[config.mk]
export PLATFORM = sky130hd
export DESIGN_NAME = hsv_to_rgb_pixel
export DESIGN_NICKNAME = d
export VERILOG_FILES = /design/src/rtl/hsv_pkg.sv /design/src/rtl/hsv_fx_mul.sv /design/src/rtl/hsv_to_rgb_pixel.sv
export SDC_FILE = /design/constraint.sdc
export NUM_CORES = 2
export LEC_CHECK = 0
export ABC_AREA = 1
export BUFFER_PORTS_ARGS = -buffer_cell sky130_fd_sc_hd__buf_2
export CORE_MARGIN = 2
export CORE_UTILIZATION = 50
export CTS_CLUSTER_DIAMETER = 60
export DETAILED_ROUTE_END_ITERATION = 7
export PLACE_DENSITY = 0.66
export SLEW_MARGIN = 15
export SYNTH_ARGS = -nofsm -noshare
export SYNTH_HDL_FRONTEND = slang
export SYNTH_SLANG_ARGS = --single-unit
[constraint.sdc]
create_clock -name clk_i -period 15.3 [get_ports clk_i]
set_input_delay 1.53 -clock clk_i [delete_from_list [all_inputs] [get_ports clk_i]]
set_output_delay 1.53 -clock clk_i [all_outputs]
set_load 0.02 [all_outputs]
[src/rtl/hsv_pkg.sv]
// shared constants and beat types for the hsv to rgb pixel converter
`timescale 1ns / 1ps
`default_nettype none

package hsv_pkg;

  // fixed point format: FRAC_BITS fraction bits, ONE means 1.0
  localparam int unsigned FRAC_BITS = 12;
  localparam int unsigned COMP_W    = FRAC_BITS + 1;
  localparam int unsigned HUE6_W    = FRAC_BITS + 3;
  localparam int unsigned SECTOR_W  = 3;
  localparam int unsigned NUM_SECTORS = 6;

  typedef logic [COMP_W-1:0] comp_t;

  localparam comp_t ONE = comp_t'(1) << FRAC_BITS;

  // color wheel sectors, one per sixth of the hue circle
  typedef enum logic [SECTOR_W-1:0] {
    SEC_RED_YEL = 3'd0,
    SEC_YEL_GRN = 3'd1,
    SEC_GRN_CYN = 3'd2,
    SEC_CYN_BLU = 3'd3,
    SEC_BLU_MAG = 3'd4,
    SEC_MAG_RED = 3'd5
  } sector_e;

  // input beat
  typedef struct packed {
    comp_t hue;
    comp_t saturation;
    comp_t brightness;
  } pixel_hsv_t;

  // output beat
  typedef struct packed {
    comp_t red;
    comp_t green;
    comp_t blue;
  } pixel_rgb_t;

  // clamp a component to the range 0..ONE
  function automatic comp_t sat_one(input comp_t x);
    sat_one = (x > ONE) ? ONE : x;
  endfunction

endpackage

`default_nettype wire

[src/rtl/hsv_fx_mul.sv]
// registered fixed-point multiply with truncation of the fraction bits
`timescale 1ns / 1ps
`default_nettype none

module hsv_fx_mul (
  input  wire logic          clk_i,
  input  wire logic          en_i,
  input  wire hsv_pkg::comp_t a_i,
  input  wire hsv_pkg::comp_t b_i,
  output hsv_pkg::comp_t     prod_o
);
  import hsv_pkg::*;

  logic [2*COMP_W-1:0] full_prod;
  comp_t               prod_d;
  comp_t               prod_q;

  // full product, then drop the low fraction bits (operands never exceed ONE)
  assign full_prod = (2*COMP_W)'(a_i) * (2*COMP_W)'(b_i);
  assign prod_d    = full_prod[FRAC_BITS +: COMP_W];

  // product register, advances with the pipeline
  always_ff @(posedge clk_i) begin
    if (en_i) begin
      prod_q <= prod_d;
    end
  end

  assign prod_o = prod_q;

endmodule

`default_nettype wire

[src/rtl/hsv_to_rgb_pixel.sv]
// hsv to rgb pixel converter, four register stages, one pixel per clock
//
// Usage:
//   in channel  : in_valid_i / in_ready_o carry one hsv pixel per beat
//                 (hue, saturation, brightness, 4096 means 1.0, larger
//                 values clamp to 1.0)
//   out channel : out_valid_o / out_ready_i carry one rgb pixel per beat
//   path        : an input beat passes the stage 1, 2 and 3 registers and
//                 the output register before out_valid_o rises
//   throughput  : one pixel per clock unless the output stalls; the hue sextant
//                 split, the three 13x13 multiplies of stage 2 and the two of
//                 stage 3 each take one stage, every stage holds its own pixel
//   reset       : clears all stage valid bits, the pipeline comes up empty
//                 and ready; no clearing pass
//   stall       : while the output beat waits, the whole pipeline holds
//                 and in_ready_o drops; nothing is lost or repeated, and a
//                 new beat is taken in the same cycle the output is taken
`timescale 1ns / 1ps
`default_nettype none

module hsv_to_rgb_pixel (
  input  wire logic               clk_i,
  input  wire logic               rst_ni,
  input  wire logic               in_valid_i,
  output logic                    in_ready_o,
  input  wire hsv_pkg::pixel_hsv_t in_data_i,
  output logic                    out_valid_o,
  input  wire logic               out_ready_i,
  output hsv_pkg::pixel_rgb_t     out_data_o
);
  import hsv_pkg::*;

  // pipeline advance: the output register is free or is being emptied
  logic pipe_en;
  assign pipe_en    = !out_valid_o || out_ready_i;
  assign in_ready_o = pipe_en;

  // stage 1: clamp, hue times six, sector and fraction
  comp_t             hue_sat, sat_sat, val_sat;
  logic [HUE6_W-1:0] hue6;
  logic [SECTOR_W-1:0] sec_raw;
  sector_e           sector_d;

  logic    s1_valid_q;
  comp_t   s1_sat_q, s1_val_q, s1_frac_q;
  sector_e s1_sector_q;

  assign hue_sat = sat_one(in_data_i.hue);
  assign sat_sat = sat_one(in_data_i.saturation);
  assign val_sat = sat_one(in_data_i.brightness);
  assign hue6    = (HUE6_W'(hue_sat) << 2) + (HUE6_W'(hue_sat) << 1);
  assign sec_raw = hue6[FRAC_BITS +: SECTOR_W];

  // sextant index; hue of one lands past the last sector and wraps
  always_comb begin
    case (sec_raw)
      SEC_RED_YEL: sector_d = SEC_RED_YEL;
      SEC_YEL_GRN: sector_d = SEC_YEL_GRN;
      SEC_GRN_CYN: sector_d = SEC_GRN_CYN;
      SEC_CYN_BLU: sector_d = SEC_CYN_BLU;
      SEC_BLU_MAG: sector_d = SEC_BLU_MAG;
      SEC_MAG_RED: sector_d = SEC_MAG_RED;
      default:     sector_d = SEC_RED_YEL;
    endcase
  end

  always_ff @(posedge clk_i) begin
    if (pipe_en) begin
      s1_sat_q    <= sat_sat;
      s1_val_q    <= val_sat;
      s1_frac_q   <= {1'b0, hue6[FRAC_BITS-1:0]};
      s1_sector_q <= sector_d;
    end
  end

  // stage 2: s*f, s*(1-f) and p = v*(1-s)
  comp_t sf_q, snf_q, p_q;
  logic    s2_valid_q;
  comp_t   s2_val_q;
  sector_e s2_sector_q;

  hsv_fx_mul u_mul_sf (
    .clk_i  (clk_i),
    .en_i   (pipe_en),
    .a_i    (s1_sat_q),
    .b_i    (s1_frac_q),
    .prod_o (sf_q)
  );

  hsv_fx_mul u_mul_snf (
    .clk_i  (clk_i),
    .en_i   (pipe_en),
    .a_i    (s1_sat_q),
    .b_i    (ONE - s1_frac_q),
    .prod_o (snf_q)
  );

  hsv_fx_mul u_mul_p (
    .clk_i  (clk_i),
    .en_i   (pipe_en),
    .a_i    (s1_val_q),
    .b_i    (ONE - s1_sat_q),
    .prod_o (p_q)
  );

  always_ff @(posedge clk_i) begin
    if (pipe_en) begin
      s2_val_q    <= s1_val_q;
      s2_sector_q <= s1_sector_q;
    end
  end

  // stage 3: q = v*(1-s*f), t = v*(1-s*(1-f))
  comp_t q_q, t_q;
  logic    s3_valid_q;
  comp_t   s3_val_q, s3_p_q;
  sector_e s3_sector_q;

  hsv_fx_mul u_mul_q (
    .clk_i  (clk_i),
    .en_i   (pipe_en),
    .a_i    (s2_val_q),
    .b_i    (ONE - sf_q),
    .prod_o (q_q)
  );

  hsv_fx_mul u_mul_t (
    .clk_i  (clk_i),
    .en_i   (pipe_en),
    .a_i    (s2_val_q),
    .b_i    (ONE - snf_q),
    .prod_o (t_q)
  );

  always_ff @(posedge clk_i) begin
    if (pipe_en) begin
      s3_val_q    <= s2_val_q;
      s3_p_q      <= p_q;
      s3_sector_q <= s2_sector_q;
    end
  end

  // stage 4: route v, p, q, t to the channels by sector
  pixel_rgb_t rgb_d;
  pixel_rgb_t out_data_q;
  logic       out_valid_q;

  always_comb begin
    case (s3_sector_q)
      SEC_RED_YEL: rgb_d = '{red: s3_val_q, green: t_q,      blue: s3_p_q};
      SEC_YEL_GRN: rgb_d = '{red: q_q,      green: s3_val_q, blue: s3_p_q};
      SEC_GRN_CYN: rgb_d = '{red: s3_p_q,   green: s3_val_q, blue: t_q};
      SEC_CYN_BLU: rgb_d = '{red: s3_p_q,   green: q_q,      blue: s3_val_q};
      SEC_BLU_MAG: rgb_d = '{red: t_q,      green: s3_p_q,   blue: s3_val_q};
      default:     rgb_d = '{red: s3_val_q, green: s3_p_q,   blue: q_q};
    endcase
  end

  always_ff @(posedge clk_i) begin
    if (pipe_en) begin
      out_data_q <= rgb_d;
    end
  end

  // valid bits travel with the data
  always_ff @(posedge clk_i or negedge rst_ni) begin
    if (!rst_ni) begin
      s1_valid_q  <= 1'b0;
      s2_valid_q  <= 1'b0;
      s3_valid_q  <= 1'b0;
      out_valid_q <= 1'b0;
    end else if (pipe_en) begin
      s1_valid_q  <= in_valid_i;
      s2_valid_q  <= s1_valid_q;
      s3_valid_q  <= s2_valid_q;
      out_valid_q <= s3_valid_q;
    end
  end

  assign out_valid_o = out_valid_q;
  assign out_data_o  = out_data_q;

`ifndef SYNTHESIS
  // no component ever exceeds one
  assert property (@(posedge clk_i) disable iff (!rst_ni)
    out_valid_o |-> (out_data_o.red <= ONE && out_data_o.green <= ONE &&
                     out_data_o.blue <= ONE))
    else $error("rgb component above one");

  // p, q and t never exceed the brightness of the same pixel
  assert property (@(posedge clk_i) disable iff (!rst_ni)
    s3_valid_q |-> (s3_p_q <= s3_val_q && q_q <= s3_val_q && t_q <= s3_val_q))
    else $error("derived component above brightness");

  // a held pipeline keeps its occupancy
  assert property (@(posedge clk_i) disable iff (!rst_ni)
    !pipe_en |=> $stable({s1_valid_q, s2_valid_q, s3_valid_q, out_valid_q}))
    else $error("stage valid bits moved during stall");

  // an output beat leaves only when the receiver takes it
  assert property (@(posedge clk_i) disable iff (!rst_ni)
    (out_valid_o && !out_ready_i) |=> (out_valid_o && $stable(out_data_o)))
    else $error("output beat dropped or changed while stalled");
`endif

endmodule

`default_nettype wire

==> flow_summary.json <==
{
  "synth-simple-area-share": 0.190,
  "grt_busiest_layer": "met2",
  "synth.distinct_cells": 57,
  "wl_per_cell_microns": 16.8,
  "cp-start-kind": "register",
  "cts.sinks": 193,
  "cts_hold_buf": 0,
  "cts_tree": "done",
  "htree_levels": 4,
  "clock_path_buffers": 2,
  "worst_pin_slew_ns": 1.17,
  "multi_input_area_sq_um": 24800,
  "grt_use_total": 0.257,
  "crit_buf_inv": 5,
  "grt_max_degree": 75,
  "clk_pin_slew_ns": 0.08,
  "fin_crit_sh": 0.428,
  "die_area_sq_um": 73000,
  "syn_area_sq_um": 35400,
  "synth_top_cell_area_share": 0.318,
  "grt_util_met2": 0.418,
  "num-nets-final": 5349,
  "status": "finished, final reports clean",
  "post_cts_buffers": 0,
  "min_period_ns": 6.55,
  "vias": 28000,
  "rows": 97,
  "yosys-top-cells-area": "fa_1, edfxtp_1, ha_1, inv_1, nand2_1",
  "final.setup_skew_ns": 0.0312,
  "cp.arrival_ns": 6.79,
  "yosysSeqAreaShare": 0.163,
  "routed_wl_microns": 90100,
  "cp_common_cell": "nand2_1",
  "post_cts_resized": 0,
  "finalSetupViolCount": 0,
  "fp.dieH_microns": 270,
  "cp-end-kind": "register",
  "via_per_inst": 5.23,
  "fmax_mhz": 153,
  "grt_pass1_wl_microns": 149000,
  "hp-class": "register to register",
  "grtUsageMet3": 0.0341,
  "start_util": 0.506,
  "synth_top_family_by_area": "adder cells",
  "synthAdderAreaFrac": 0.439,
  "ant_nets": 0,
  "grt_overflow": 0,
  "placed_area_sq_um": 36700,
  "antenna_found_initial": 0,
  "r2r-start": "s1_frac_q[1]$_DFFE_PP_",
  "drt-pass1-iter-count": 8,
  "dp_cells": 5322,
  "n_antenna_cell": 0,
  "clkLatencyLatePin_ns": 0.50,
  "cpMaxStageDelayCell": "edfxtp_1",
  "netlist_instances": 4403,
  "remaining_drc_errors": 0,
  "critPathMaxStageDelay_ns": 0.72,
  "yosys_warnings": 0,
  "r2r_slack_ns": 8.75,
  "synth_area_leader_cell": "fa_1",
  "drt_iter0_drc": 2397,
  "final_cells": 5354,
  "n_fill_cell": 6676,
  "fin_area_sq_um": 37300,
  "cp_max_fo": 13,
  "finalMaxSlewViolations": 0,
  "port_buffers": 83,
  "grt_pass1_vias": 28800,
  "avgSynthCellArea_sq_um": 8.04,
  "holdWs_ns": 0.422,
  "use_met1": 0.363,
  "syn_nets": 5351,
  "area_growth_syn_to_layout_pct": 5.24,
  "ios": 84,
  "hpwl_microns": 72600,
  "regArea_sq_um": 5780,
  "final_common_cell": "inv_1",
  "finalHoldViolations": 0,
  "final_cell_mix": "inv_1, nand2_1, fa_1",
  "startpoint": "s1_frac_q[1]$_DFFE_PP_",
  "drive_above_1_share": 0.0473,
  "synth-compound-area-share": 0.0543,
  "hold_path_startpoint": "s1_sector_q[0]$_DFFE_PP_",
  "cts_buffers": 17,
  "critPathTopFamily": "adder cells",
  "synthMuxAreaShare": 0.000636,
  "max_cap_violations": 0,
  "chipWidth_microns": 270,
  "max_slew_margin": 0.218,
  "cts_root_buf": "clkbuf_16",
  "required_ns": 15.54,
  "ys_ff_latch": 193,
  "yosys.area_share.xor_xnor": 0.0151,
  "rsz0062_at_grt": "false",
  "core_area_sq_um": 70000,
  "criticalPathCategory": "register to register",
  "gp_congestion": 0.918,
  "fin_setup_tns_ns": 0
}
## synth_stat cells, drive strengths merged
cell / number
a21boi: 4
a21o: 15
a21oi: 136
a22oi: 27
a31oi: 4
a32oi: 2
and2: 5
buf: 33
clkbuf: 96
clkinv: 8
dfrtp: 4
edfxtp: 189
fa: 563
ha: 342
inv: 1141
mux2: 2
nand2: 1025
nand2b: 2
nand3: 124
nand3b: 5
nand4: 34
nor2: 383
nor3: 36
nor4: 14
o2111ai: 11
o211ai: 2
o21a: 4
o21ai: 101
o21bai: 7
o221ai: 3
o22ai: 8
o31a: 2
o31ai: 2
or2: 8
xnor2: 24
xor2: 37
## path summary, 6_finish.rpt
path                            depth (start not counted)                        endpoint
worst max-delay path                                   25  u_mul_snf.prod_o[10]$_DFFE_PP_
worst min-delay path                                    0        s2_sector_q[0]$_DFFE_PP_
worst max register to register                         25  u_mul_snf.prod_o[10]$_DFFE_PP_
worst min register to register                          0        s2_sector_q[0]$_DFFE_PP_
max in group asynchronous                               1          s2_valid_q$_DFFE_PN0P_
min in group asynchronous                               1         out_valid_o$_DFFE_PN0P_
## cells by family (layout without fill, tap and decap cells)
logic type | Yosys count | count (layout)
flops | 193 | 193
buf+inv | 1278 | 1289
xor+xnor | 61 | 61
mux | 2 | 2
fa+ha+maj | 905 | 905
simple gates | 1636 | 1636
compound gates | 328 | 328
## per-layer routing
metal	up-vias	share of wire
li1	13200	-
met1	13700	0.45
met2	982	0.46
met3	127	0.071
met4	0	0.025
met5	-	0
## layout make-up
class | instances | area share
Multi-Input combinational cell | 2932 | 0.665
Clock inverter | 14 | 0.00467
Sequential cell | 193 | 0.155
Tap cell | 940 | 0.0316
Inverter | 1149 | 0.116
Clock buffer | 18 | 0.0115
Timing Repair Buffer | 108 | 0.0162
## sequential cells by signal (all words and copies together), names as in the netlist, 11 cells and up
signal	cells
u_mul_p.prod_o	13
s1_sat_q	13
s3_val_q	13
s3_p_q	13
s2_val_q	13
u_mul_t.prod_o	13
u_mul_sf.prod_o	13
out_data_o	39
u_mul_snf.prod_o	13
s1_frac_q	11
s1_val_q	13
u_mul_q.prod_o	13
## per-stage QoR
stage | setup WS, ns | utilization
2_1_floorplan | 8.03 | -
3_3_place_gp | 8.88 | 0.523
3_5_place_dp | 8.78 | 0.523
4_1_cts | 8.76 | 0.532
5_1_grt | 8.25 | 0.532
6_report | 8.75 | 0.532
## worst register-to-register path: stages, from the launching register on
cell and delay (ns):
edfxtp_1 0.72, inv_1 0.23, ha_1 0.31, nand2_2 0.11, nor2_2 0.05, nand4_2 0.13
nand2_1 0.32, inv_1 0.28, nand2_1 0.11, fa_1 0.58, inv_1 0.06, fa_1 0.55
fa_1 0.43, fa_1 0.48, inv_1 0.05, fa_1 0.49, inv_1 0.04, ha_1 0.35
a21oi_1 0.35, o21ai_0 0.16, a21oi_1 0.15, nand2_1 0.11, nand2_1 0.11, nand2_1 0.05
nand2_1 0.06, nand2_1 0.05
Power is left out: the tool's default activity adds up to more than one toggle a clock period on the data nets, which glitch-free logic cannot reach.
